## src/sv/pfp_pkg.sv

```systemverilog
`timescale 1ns / 1ps
// Shared types and constants for the PWM channel-frame parser.
// No dependencies; used by every module of the block.
package pfp_pkg;

   // Default frame geometry
   localparam int CHANNEL_COUNT = 8;
   localparam int FRAME_BYTES   = 21;

   // Frames waiting between the parser and the result sequencer
   localparam int QUEUE_DEPTH = 2;

   // Frame header codes
   localparam logic [7:0] SOF_A     = 8'hAA;
   localparam logic [7:0] SOF_B     = 8'h55;
   localparam logic [7:0] HEADER_ID = 8'h01;

   // Duty mapping: (raw - 5000) / 5000 in Q1.15
   localparam logic [15:0] DUTY_CENTER = 16'd5000;
   localparam logic [15:0] DUTY_FULL   = 16'd10000;
   // |d| * 4096 / 625, rounded: bias of 312, then multiply by ceil(2^35 / 625)
   localparam logic [24:0] ROUND_BIAS  = 25'd312;
   localparam logic [25:0] DUTY_RECIP  = 26'd54975582;
   localparam int          RECIP_SHIFT = 35;
   localparam logic [15:0] DUTY_MAX    = 16'h7FFF;
   localparam logic [15:0] DUTY_MIN    = 16'h8000;

   typedef struct packed {
      logic [7:0] data_byte;
      logic       burst_end;
   } req_type;

   typedef struct packed {
      logic [2:0]         channel_index;
      logic [15:0]        raw_value;
      logic signed [15:0] duty_q15;
      logic               last_channel;
   } rsp_type;

endpackage

```

## src/sv/pfp_front.sv

```systemverilog
`timescale 1ns / 1ps
// Byte-stream front end: sliding window, running checksum and frame match.
// Depends on pfp_pkg.
module pfp_front #(
   parameter int CHANNEL_COUNT = pfp_pkg::CHANNEL_COUNT,
   parameter int FRAME_BYTES   = pfp_pkg::FRAME_BYTES
) (
   input  logic                            clock,
   input  logic                            reset,
   input  logic                            accept,
   input  pfp_pkg::req_type                req_data,
   output logic                            push,
   output logic [CHANNEL_COUNT-1:0][15:0]  frame
);

   localparam int         WIN_DEPTH = FRAME_BYTES - 1;
   localparam int         FILL_W    = $clog2(FRAME_BYTES);
   localparam logic [7:0] LEN_BYTE  = 8'(2 * CHANNEL_COUNT);

   logic [7:0]        win_ff [WIN_DEPTH];
   logic [7:0]        win_in [WIN_DEPTH];
   logic [7:0]        sum_ff;
   logic [7:0]        sum_in;
   logic [FILL_W-1:0] fill_ff;
   logic [FILL_W-1:0] fill_in;
   logic              win_full;
   logic              hit;

   assign win_full = (fill_ff == FILL_W'(WIN_DEPTH));

   assign hit = win_full
             && (win_ff[0] == pfp_pkg::SOF_A)
             && (win_ff[1] == pfp_pkg::SOF_B)
             && (win_ff[2] == pfp_pkg::HEADER_ID)
             && (win_ff[3] == LEN_BYTE)
             && (sum_ff == req_data.data_byte);

   assign push = accept && hit;

   // The newest byte always enters at the top; the fill count says how much is live
   always_comb begin
      for (int i = 0; i < WIN_DEPTH - 1; i++) begin
         win_in[i] = win_ff[i+1];
      end
      win_in[WIN_DEPTH-1] = req_data.data_byte;
   end

   always_comb begin
      priority if (fill_ff == '0) begin
         sum_in = req_data.data_byte;
      end else if (win_full) begin
         // slide: drop the oldest byte from the sum
         sum_in = sum_ff - win_ff[0] + req_data.data_byte;
      end else begin
         sum_in = sum_ff + req_data.data_byte;
      end
   end

   always_comb begin
      priority if (req_data.burst_end || hit) begin
         fill_in = '0;
      end else if (win_full) begin
         fill_in = fill_ff;
      end else begin
         fill_in = fill_ff + 1'b1;
      end
   end

   always_ff @(posedge clock) begin
      if (reset) begin
         fill_ff <= '0;
      end else if (accept) begin
         fill_ff <= fill_in;
      end
   end

   always_ff @(posedge clock) begin
      if (accept) begin
         win_ff <= win_in;
         sum_ff <= sum_in;
      end
   end

   // Channel bytes beyond the held window read as zero
   for (genvar c = 0; c < CHANNEL_COUNT; c++) begin : g_chan
      localparam int HI = 4 + 2 * c;
      localparam int LO = 5 + 2 * c;
      if (HI < WIN_DEPTH) begin : g_hi
         assign frame[c][15:8] = win_ff[HI];
      end else begin : g_hi_zero
         assign frame[c][15:8] = '0;
      end
      if (LO < WIN_DEPTH) begin : g_lo
         assign frame[c][7:0] = win_ff[LO];
      end else begin : g_lo_zero
         assign frame[c][7:0] = '0;
      end
   end

`ifndef ASSERT_OFF
   a_fill_range: assert property (@(posedge clock) disable iff (reset)
      fill_ff <= FILL_W'(WIN_DEPTH))
      else $error("fill count beyond window depth");
`endif

endmodule

```

## src/sv/pfp_queue.sv

```systemverilog
`timescale 1ns / 1ps
// Short queue of decoded frames between the parser and the result sequencer.
// Depends on pfp_pkg.
module pfp_queue #(
   parameter int CHANNEL_COUNT = pfp_pkg::CHANNEL_COUNT
) (
   input  logic                            clock,
   input  logic                            reset,
   input  logic                            push,
   input  logic [CHANNEL_COUNT-1:0][15:0]  push_frame,
   input  logic                            pop,
   output logic                            head_valid,
   output logic [CHANNEL_COUNT-1:0][15:0]  head_frame,
   output logic                            full
);

   localparam int DEPTH = pfp_pkg::QUEUE_DEPTH;
   localparam int PTR_W = (DEPTH > 1) ? $clog2(DEPTH) : 1;
   localparam int CNT_W = $clog2(DEPTH + 1);

   logic [CHANNEL_COUNT-1:0][15:0] slot_ff [DEPTH];
   logic [PTR_W-1:0]               wr_ptr_ff;
   logic [PTR_W-1:0]               rd_ptr_ff;
   logic [CNT_W-1:0]               count_ff;
   logic [CNT_W-1:0]               count_in;

   assign head_valid = (count_ff != '0);
   assign full       = (count_ff == CNT_W'(DEPTH));
   assign head_frame = slot_ff[rd_ptr_ff];

   always_comb begin
      unique case ({push, pop})
         2'b10:   count_in = count_ff + 1'b1;
         2'b01:   count_in = count_ff - 1'b1;
         default: count_in = count_ff;
      endcase
   end

   always_ff @(posedge clock) begin
      if (reset) begin
         wr_ptr_ff <= '0;
         rd_ptr_ff <= '0;
         count_ff  <= '0;
      end else begin
         count_ff <= count_in;
         if (push) begin
            wr_ptr_ff <= (wr_ptr_ff == PTR_W'(DEPTH - 1)) ? '0 : wr_ptr_ff + 1'b1;
         end
         if (pop) begin
            rd_ptr_ff <= (rd_ptr_ff == PTR_W'(DEPTH - 1)) ? '0 : rd_ptr_ff + 1'b1;
         end
      end
   end

   always_ff @(posedge clock) begin
      if (push) begin
         slot_ff[wr_ptr_ff] <= push_frame;
      end
   end

`ifndef ASSERT_OFF
   a_no_overflow: assert property (@(posedge clock) disable iff (reset)
      full |=> !(count_ff == '0) && (count_ff <= CNT_W'(DEPTH)))
      else $error("frame queue count out of range");
`endif

endmodule

```

## src/sv/pfp_back.sv

```systemverilog
`timescale 1ns / 1ps
// Result sequencer: walks the channels of the head frame and maps each raw
// value to a Q1.15 duty through a three-stage pipeline. Depends on pfp_pkg.
module pfp_back #(
   parameter int CHANNEL_COUNT = pfp_pkg::CHANNEL_COUNT
) (
   input  logic                            clock,
   input  logic                            reset,
   input  logic                            q_valid,
   input  logic [CHANNEL_COUNT-1:0][15:0]  q_frame,
   output logic                            q_pop,
   output logic                            rsp_valid,
   input  logic                            rsp_ready,
   output pfp_pkg::rsp_type                rsp_data
);

   localparam int CH_W   = (CHANNEL_COUNT > 1) ? $clog2(CHANNEL_COUNT) : 1;
   localparam int X_W    = 25;
   localparam int PROD_W = 51;

   typedef struct packed {
      logic [2:0]  idx;
      logic        last;
      logic [15:0] raw;
      logic        neg;
      logic        sat_hi;
      logic        sat_lo;
   } tag_type;

   logic [CH_W-1:0]   ch_ff;
   logic              last_ch;
   logic              advance;

   logic              a_valid_ff;
   tag_type           a_tag_ff;
   tag_type           a_tag_in;
   logic [X_W-1:0]    a_x_ff;
   logic [X_W-1:0]    a_x_in;

   logic              b_valid_ff;
   tag_type           b_tag_ff;
   logic [PROD_W-1:0] b_prod_ff;
   logic [PROD_W-1:0] b_prod_in;

   logic              rsp_valid_ff;
   pfp_pkg::rsp_type  rsp_ff;
   pfp_pkg::rsp_type  rsp_in;

   logic [15:0]       raw;
   logic [15:0]       diff_hi;
   logic [15:0]       diff_lo;
   logic [12:0]       mag;
   logic [14:0]       quot;

   // The whole pipe moves when the output register is free or being drained
   assign advance = !rsp_valid_ff || rsp_ready;
   assign last_ch = (ch_ff == CH_W'(CHANNEL_COUNT - 1));
   assign q_pop   = advance && q_valid && last_ch;

   // Stage A: select channel, split into sign, magnitude and saturation
   assign raw     = q_frame[ch_ff];
   assign diff_hi = raw - pfp_pkg::DUTY_CENTER;
   assign diff_lo = pfp_pkg::DUTY_CENTER - raw;

   always_comb begin
      a_tag_in.idx    = 3'(ch_ff);
      a_tag_in.last   = last_ch;
      a_tag_in.raw    = raw;
      a_tag_in.neg    = (raw < pfp_pkg::DUTY_CENTER);
      a_tag_in.sat_hi = (raw >= pfp_pkg::DUTY_FULL);
      a_tag_in.sat_lo = (raw == '0);
      mag             = a_tag_in.neg ? diff_lo[12:0] : diff_hi[12:0];
      a_x_in          = {mag, 12'b0} + pfp_pkg::ROUND_BIAS;
   end

   // Stage B: divide by 625 through the reciprocal
   assign b_prod_in = a_x_ff * pfp_pkg::DUTY_RECIP;

   // Stage C: apply sign and clamp
   assign quot = b_prod_ff[pfp_pkg::RECIP_SHIFT +: 15];

   always_comb begin
      rsp_in.channel_index = b_tag_ff.idx;
      rsp_in.raw_value     = b_tag_ff.raw;
      rsp_in.last_channel  = b_tag_ff.last;
      priority if (b_tag_ff.sat_hi) begin
         rsp_in.duty_q15 = pfp_pkg::DUTY_MAX;
      end else if (b_tag_ff.sat_lo) begin
         rsp_in.duty_q15 = pfp_pkg::DUTY_MIN;
      end else if (b_tag_ff.neg) begin
         rsp_in.duty_q15 = 16'(16'd0 - {1'b0, quot});
      end else begin
         rsp_in.duty_q15 = {1'b0, quot};
      end
   end

   always_ff @(posedge clock) begin
      if (reset) begin
         ch_ff        <= '0;
         a_valid_ff   <= 1'b0;
         b_valid_ff   <= 1'b0;
         rsp_valid_ff <= 1'b0;
      end else if (advance) begin
         if (q_valid) begin
            ch_ff <= last_ch ? '0 : ch_ff + 1'b1;
         end
         a_valid_ff   <= q_valid;
         b_valid_ff   <= a_valid_ff;
         rsp_valid_ff <= b_valid_ff;
      end
   end

   always_ff @(posedge clock) begin
      if (advance) begin
         a_tag_ff  <= a_tag_in;
         a_x_ff    <= a_x_in;
         b_tag_ff  <= a_tag_ff;
         b_prod_ff <= b_prod_in;
         rsp_ff    <= rsp_in;
      end
   end

   assign rsp_valid = rsp_valid_ff;
   assign rsp_data  = rsp_ff;

`ifndef ASSERT_OFF
   a_sat_high: assert property (@(posedge clock) disable iff (reset)
      rsp_valid_ff && (rsp_ff.raw_value >= pfp_pkg::DUTY_FULL)
      |-> (rsp_ff.duty_q15 == pfp_pkg::DUTY_MAX))
      else $error("duty not saturated for full-scale value");

   a_duty_sign: assert property (@(posedge clock) disable iff (reset)
      rsp_valid_ff |-> (rsp_ff.duty_q15[15] == (rsp_ff.raw_value < pfp_pkg::DUTY_CENTER)))
      else $error("duty sign disagrees with raw value");

   a_last_index: assert property (@(posedge clock) disable iff (reset)
      rsp_valid_ff && rsp_ff.last_channel |-> (rsp_ff.channel_index == 3'(CHANNEL_COUNT - 1)))
      else $error("last channel flag on wrong index");
`endif

endmodule

```

## src/sv/pwm_frame_parser.sv

```systemverilog
`timescale 1ns / 1ps
// PWM channel-frame parser, top level. Depends on pfp_pkg, pfp_front, pfp_queue, pfp_back.
// Throughput: one byte per cycle in while req_ready is high, one result per cycle out while rsp_ready is high.
// Path: once its checksum byte is taken, a frame goes through the queue write and then the
//   duty pipeline of select/multiply/clamp to its first result.
// req_ready drops only while the frame queue holds two frames not yet fully sent.
// Reset clears the fill count, the frame queue and the pipeline; the window needs no clear.
module pwm_frame_parser #(
   parameter int CHANNEL_COUNT = pfp_pkg::CHANNEL_COUNT,
   parameter int FRAME_BYTES   = pfp_pkg::FRAME_BYTES
) (
   input  logic             clock,
   input  logic             reset,
   input  logic             req_valid,
   output logic             req_ready,
   input  pfp_pkg::req_type req_data,
   output logic             rsp_valid,
   input  logic             rsp_ready,
   output pfp_pkg::rsp_type rsp_data
);

   logic                           accept;
   logic                           push;
   logic [CHANNEL_COUNT-1:0][15:0] push_frame;
   logic                           pop;
   logic                           head_valid;
   logic [CHANNEL_COUNT-1:0][15:0] head_frame;
   logic                           q_full;

   assign req_ready = !q_full;
   assign accept    = req_valid && req_ready;

   pfp_front #(
      .CHANNEL_COUNT (CHANNEL_COUNT),
      .FRAME_BYTES   (FRAME_BYTES)
   ) u_front (
      .clock    (clock),
      .reset    (reset),
      .accept   (accept),
      .req_data (req_data),
      .push     (push),
      .frame    (push_frame)
   );

   pfp_queue #(
      .CHANNEL_COUNT (CHANNEL_COUNT)
   ) u_queue (
      .clock      (clock),
      .reset      (reset),
      .push       (push),
      .push_frame (push_frame),
      .pop        (pop),
      .head_valid (head_valid),
      .head_frame (head_frame),
      .full       (q_full)
   );

   pfp_back #(
      .CHANNEL_COUNT (CHANNEL_COUNT)
   ) u_back (
      .clock     (clock),
      .reset     (reset),
      .q_valid   (head_valid),
      .q_frame   (head_frame),
      .q_pop     (pop),
      .rsp_valid (rsp_valid),
      .rsp_ready (rsp_ready),
      .rsp_data  (rsp_data)
   );

endmodule

```

## config.mk

```make
export PLATFORM = sky130hd
export DESIGN_NAME = pwm_frame_parser
export DESIGN_NICKNAME = d
export VERILOG_FILES = /design/src/sv/pfp_pkg.sv /design/src/sv/pfp_front.sv /design/src/sv/pfp_queue.sv /design/src/sv/pfp_back.sv /design/src/sv/pwm_frame_parser.sv
export SDC_FILE = /design/constraint.sdc
export NUM_CORES = 1
export LEC_CHECK = 0
export BUFFER_PORTS_ARGS = -buffer_cell sky130_fd_sc_hd__buf_2
export CAP_MARGIN = 20
export CORE_MARGIN = 10
export CORE_UTILIZATION = 55
export CTS_BUF_LIST = sky130_fd_sc_hd__clkbuf_8
export DETAILED_ROUTE_END_ITERATION = 7
export PLACE_DENSITY = 0.7
export SETUP_SLACK_MARGIN = 0.3
export SYNTH_ARGS = -nofsm -noshare
export SYNTH_HDL_FRONTEND = slang
export SYNTH_SLANG_ARGS = --single-unit
```

## constraint.sdc

```tcl
create_clock -name clock -period 33.8 [get_ports clock]
set_input_delay 1.69 -clock clock [delete_from_list [all_inputs] [get_ports clock]]
set_output_delay 1.69 -clock clock [all_outputs]
set_load 0.02 [all_outputs]
```

## Word-level counts from Yosys, hierarchy flattened

Memory sizes are Yosys's and may differ from the RTL's. A register that Yosys moved wholly into a read port is not among the register bits.
Index checks and enable logic that the tools add are counted.

| operators by class | value |
|---|---|
| add/subtract/negate cells | 13 |
| multipliers | 1 |
| $lt $le $gt $ge | 3 |
| equal/unequal tests | 11 |
| mux-type cells | 17 |
| reductions and logical operators | 19 |

Operator list:

| operator | count |
|---|---|
| multiplier 25 x 25 -> 49 bit, second input constant | 1 |
| binary-select mux 16 bit (select 3 bit) | 1 |
| 2-to-1 mux 16 bit | 3 |
| adder 25 x 9 -> 25 bit, second input constant | 1 |
| adder 8 bit | 2 |
| >= comparator 16 x 14 -> 1 bit, second input constant | 1 |
| zero test 16 bit | 1 |
| < comparator 16 x 13 -> 1 bit, second input constant | 1 |
| 2-to-1 mux 8 bit | 2 |
| subtractor 1 x 15 -> 16 bit, first input constant | 1 |
| 2-to-1 mux 13 bit | 1 |
| subtractor 13 bit, first input constant | 1 |
| subtractor 13 bit, second input constant | 1 |
| 2-to-1 mux 5 bit | 2 |
| logical AND 1 bit | 9 |
| equality test 8 x 1 -> 1 bit, second input constant | 1 |
| equality test 8 x 5 -> 1 bit, second input constant | 1 |
| equality test 8 x 7 -> 1 bit, second input constant | 1 |
| equality test 8 bit | 1 |
| equality test 8 bit, second input constant | 1 |
| subtractor 8 bit | 1 |
| 2-to-1 mux 1 bit | 6 |
| adder 5 x 1 -> 5 bit, second input constant | 1 |
| equality test 5 bit, second input constant | 1 |
| 16 further kinds | 22 |

| storage, ports and cells | value |
|---|---|
| register bits | 339 |
| memory bits (writable) | 256 |
| bits of input ports | 13 |
| output and inout bits | 38 |
| logic and storage cells | 112 |
| memories | 1 |

Memories:

| name | words | width | read ports | clocked after memory_dff | write ports | RTL line | source |
|---|---|---|---|---|---|---|---|
| u_queue.slot_ff | 2 | 128 | 1 | 1 | 1 | pfp_queue.sv:21 | `logic [CHANNEL_COUNT-1:0][15:0] slot_ff [DEPTH];` |

## Longest topological paths before layout

| depth | value |
|---|---|
| word-level depth | 9 |
| mapped depth | 22 |
| mapped depth without buffers | 22 |

## By module

Synthesis repeated with hierarchy kept, for this count alone.

| unflattened totals | value |
|---|---|
| cells, all modules | 2005 |
| area total of the unflattened synthesis | 29460.8 sq um |

By module, submodules not included:

| module | instances | cells an instance | area an instance (sq um) | seq. area each (sq um) |
|---|---|---|---|---|
| pfp_back | 1 | 1102 | 12577.1 | 3393.3 |
| pfp_queue | 1 | 420 | 9436.6 | 7787.5 |
| pfp_front | 1 | 481 | 7437.1 | 5144.9 |
| pwm_frame_parser | 1 | 2 | 10.0 | 0.0 |

## Worst setup path after synthesis

Ideal clock, no wire load.

| path | value |
|---|---|
| path kind | in2reg |
| start point | input req_valid |
| end point | memory u_queue.slot_ff[0][0] (netlist bit), enable pin |
| library setup time | 0.617 ns |
| arrival time | 12.693 ns |
| required time | 33.183 ns |
| slack | 20.489 ns |
| stages on the path | 6 |
| path buffers | 1 |
| cells stage by stage | and2_1 clkbuf_1 nand3_1 nor4_1 inv_1 nor2_1 |

| between the ends | value |
|---|---|
| cells in the longest elaborated chain, start to end | 4 |

RTL lines:

| element | RTL line | source |
|---|---|---|
| start, declared | pwm_frame_parser.sv:14 | `input logic req_valid,` |
| logical AND 1 bit | pwm_frame_parser.sv:31 | `assign accept = req_valid && req_ready;` |
| net accept | pwm_frame_parser.sv:22 | `logic accept;` |
| logical AND 1 bit | pfp_front.sv:38 | `assign push = accept && hit;` |
| 2-to-1 mux 1 bit | pfp_queue.sv:56 | `if (push) begin` |
| 2-to-1 mux 1 bit (not written as such) | pfp_queue.sv:57 | `slot_ff[wr_ptr_ff] <= push_frame;` |
| end, declared | pfp_queue.sv:21 |  |

The timed path passes the listed nets, and every way through them passes these cells.

## Final worst setup path

| path | value |
|---|---|
| start point | register u_back.a_x_ff[13] |
| end point | register u_back.b_prod_ff[46], data pin |

| between the ends | value |
|---|---|
| cells in the longest elaborated chain, start to end | 1 |

RTL lines:

| element | RTL line | source |
|---|---|---|
| start, declared | pfp_back.sv:37 | `logic [X_W-1:0] a_x_ff;` |
| start signal, assigned | pfp_back.sv:116 | `a_x_ff <= a_x_in;` |
| multiplier 25 x 25 -> 49 bit | pfp_back.sv:77 | `assign b_prod_in = a_x_ff * pfp_pkg::DUTY_RECIP;` |
| net u_back.b_prod_in[46] | pfp_back.sv:43 | `logic [PROD_W-1:0] b_prod_in;` |
| end signal, assigned | pfp_back.sv:118 | `b_prod_ff <= b_prod_in;` |
| end, declared | pfp_back.sv:42 | `logic [PROD_W-1:0] b_prod_ff;` |

The timed path passes the listed nets, and every way through them passes these cells.
A chain may end at the register's enable or synchronous reset.

==> summary.md <==
| Metric | Value |
|---|---|
| Die X | roughly 240 um |
| Routed via count | between 10000 and 15000 |
| Tcrit/Tclk final | 0.213 |
| GRT overflow | 0 |
| Mapped Cells | approximately 1800 |
| Initial core utilization | 0.559 |
| Final nets | 2243 |
| Syn Nets | 2122 |
| CTS Buf Count | 86 |
| Most frequent cells after synthesis | 533 x edfxtp_1, 289 x inv_1, 206 x ha_1 |
| Mapped Area | around 0.028 mm^2 |
| RePlAce Congestion | 0.882 |
| First-pass GRT wire length | 81600 um |
| RSZ-0062 raised after global routing | false |
| # DRC | 0 |
| Max VDD drop | 0.0462 mV |
| Vias per cell | around 5.4 |
| Top-area cell type share of the netlist area | 0.581 |
| PD cells | 44.2 mW/mm^2 |
| Routed WL | 50900 um |
| Fin crit period | 7210 ps |
| DP Area | 0.0285 mm^2 |
| Post-CTS Setup Repair Bufs | 0 |
| Layout cell share with drive strength beyond 1 | 0.136 |
| Setup violators final | 0 |
| Max cap viols | 0 |
| Post-synth top flop | edfxtp_1 |
| Post-synth EDFFs | 533 |
| Netlist cell types | 67 |
| Sequential share of the synthesized area | 0.593 |
| Starting DRT DRC Count | 844 |
| Initial antenna violation count | 0 |
| Die area | around 0.059 mm^2 |
| GRT Util Overall | 0.174 |
| Worst reg-to-reg path cell count | 19 |
| Io pins | 51 |
| Cell Rows | roughly 80 |
| DRT antenna net count | 0 |
| Fraction of registers with async set/reset | 0 |
| FMAX | between 100 and 150 MHz |
| IO Port Bufs | 50 |
| Sink Count | between 500 and 600 |
| Leak | 11.9 nW |
| #FFs+latches synth | between 500 and 600 |
| Max-slew violations | 0 |
| Pre-Repair DR Iteration Count | 4 |
| Clk_skew | 36.0 ps |
| Post-layout util | 0.612 |
| Hold depth | 0 |
| Wirelength per Cell | 19.4 um |
| Average size of a mapped cell | 15.6 um^2 |
| Clock-pin slew on the worst setup and hold paths | 60 ps |
| Status | completed |
| H-tree Lvls | 3 |
| Die height | 244 um |
| Max-slew headroom | 0.290 |
| Count leader, synth | edfxtp_1 |
| Worst-Skew Late Latency | 670 ps |
| Placeable Area | 0.0493 mm^2 |
| Post-cts resize count | 0 |
| Design Area, Final | 0.0302 mm^2 |
| Worst EP required | around 34000 ps |
| Area grow syn2layout | 9.55% |
| Synth top area cells | edfxtp_1 58%, fa_1 10%, ha_1 9.4% |
| Largest net degree at the start of global routing | 84 |
| CTS tree | yes |
| Crit-path max FO | 13 |
| Crit path capture type | register |
| Worst Path Arrival | 7590 ps |
| Critical Path Start Type | register |
| Fin Setup TNS | 0 ps |
| Critical path class | register to register |
| Synth warnings | 0 |
| Hold Path Class | register to register |
| Number of global-route vias before repair | roughly 15000 |
| Detailed placer's ending HPWL | around 35000 um |
| Clock Path Buffers | 3 |
| Hold Buf Count CTS | 0 |
| ANT cells | 0 |
| CTS Root Cell | clkbuf_8 |
| Worst-margin pin slew | 1060 ps |
| Synth area leader | edfxtp_1 |
| Final hold vios | 0 |
==> worst max-delay path: stages (launching register included) <==
cell and delay, ps:
edfxtp_1 650, ha_1 500, xor2_1 430, ha_1 330, ha_1 220, fa_1 550, fa_1 440, fa_1 540
inv_1 50, fa_1 530, inv_1 50, ha_1 290, nand4_1 130, nor3_1 210, a311oi_1 140, a311oi_1 550
nor4_1 160, o41ai_1 740, mux2i_1 260, o2111ai_1 130
==> routing by layer <==
| metal | part of all wire | track usage |
|---|---|---|
| met4 | 0.029 | 0.0636 |
| met2 | 0.48 | 0.281 |
| met3 | 0.044 | 0.0365 |
| met5 | 0 | 0 |
| met1 | 0.44 | 0.231 |
==> path summary, 6_finish.rpt <==
kind,endpoint,start,slack [ps]
setup reg to reg,u_back.b_prod_ff[46],u_back.a_x_ff[13],26590
hold / removal,u_back.rsp_data[18],u_back.b_tag_ff[4],410
hold reg to reg,u_back.rsp_data[18],u_back.b_tag_ff[4],410
setup / recovery,u_back.b_prod_ff[46],u_back.a_x_ff[13],26590
==> sequential cells by signal, indices dropped and copies added, names as in the netlist, 2 cells and up, named ones only <==
register,cells
u_front.sum_ff,8
u_queue.slot_ff,256
u_front.fill_ff,5
u_back.ch_ff,3
u_back.a_tag_ff,23
u_front.win_ff,32
u_back.a_x_ff,12
u_back.rsp_data,36
u_back.b_tag_ff,23
u_front.frame,128
u_back.b_prod_ff,15
u_queue.count_ff,2
==> layout by cell type (no fill, tap or decap), types with 7 or more instances in the layout <==
master,netlist,layout
clkinv_2,0,17
nand2b_1,11,11
fa_1,138,138
nand3_1,11,11
a21oi_1,50,50
xor2_1,25,25
buf_4,0,12
a22oi_1,25,25
xnor2_1,44,44
nor4_1,9,9
clkbuf_8,0,87
inv_1,289,308
o21bai_1,19,19
nand2_1,67,67
dfxtp_1,16,14
or3_1,7,7
ha_1,206,206
o21ai_0,26,26
nor2_1,49,48
clkinvlp_4,0,7
mux2i_1,9,9
clkinv_1,0,16
nand4_1,8,8
edfxtp_1,533,533
a21o_1,9,9
buf_2,8,50
nor3_1,13,13
a211oi_1,10,10
mux4_1,7,7
mux4_2,58,58
nor2b_1,10,10
==> metrics by stage <==
stage | setup WS, ps | total power [mW] | hold slack (ps) | instances
finish | 26590 | 1.33 | 412 | 2616
global route | 26080 | 1.39 | 422 | 2616
CTS | 26530 | 1.35 | 415 | 2616
detailed placement | 26550 | 0.817 | 405 | 2462
global placement | 26730 | 0.816 | 402 | 2462
floorplan | 20490 | 0.807 | 400 | 1765
==> area by class of cell <==
class | count | area [um^2]
sequential | 549 | 16300
inverter | 290 | 1100
fill | 3663 | 19100
clock inverter | 67 | 429
tap | 664 | 831
multi-input combinational | 897 | 9930
timing repair buffer | 62 | 340
clock buffer | 87 | 1200
==> cell families (layout without fill, tap and decap cells) <==
family / after synthesis / count (layout) / share of synthesized area
compound gates: 182 / 182 / 0.0442
fa+ha+maj: 344 / 344 / 0.194
xor+xnor: 69 / 69 / 0.0220
mux: 76 / 76 / 0.0582
simple gates: 226 / 226 / 0.0421
flops: 549 / 549 / 0.593
buf+inv: 319 / 506 / 0.0466
==> power breakdown <==
part | switching, mW | total (mW) | leakage, nW | internal, mW
clock | 0.257 | 0.530 | 0.899 | 0.274
sequential | 0.00928 | 0.768 | 5.22 | 0.759
combinational | 0.0216 | 0.0359 | 5.83 | 0.0142
total | 0.288 | 1.33 | 11.9 | 1.05
No activity file was read; power rests on OpenSTA's default activity.
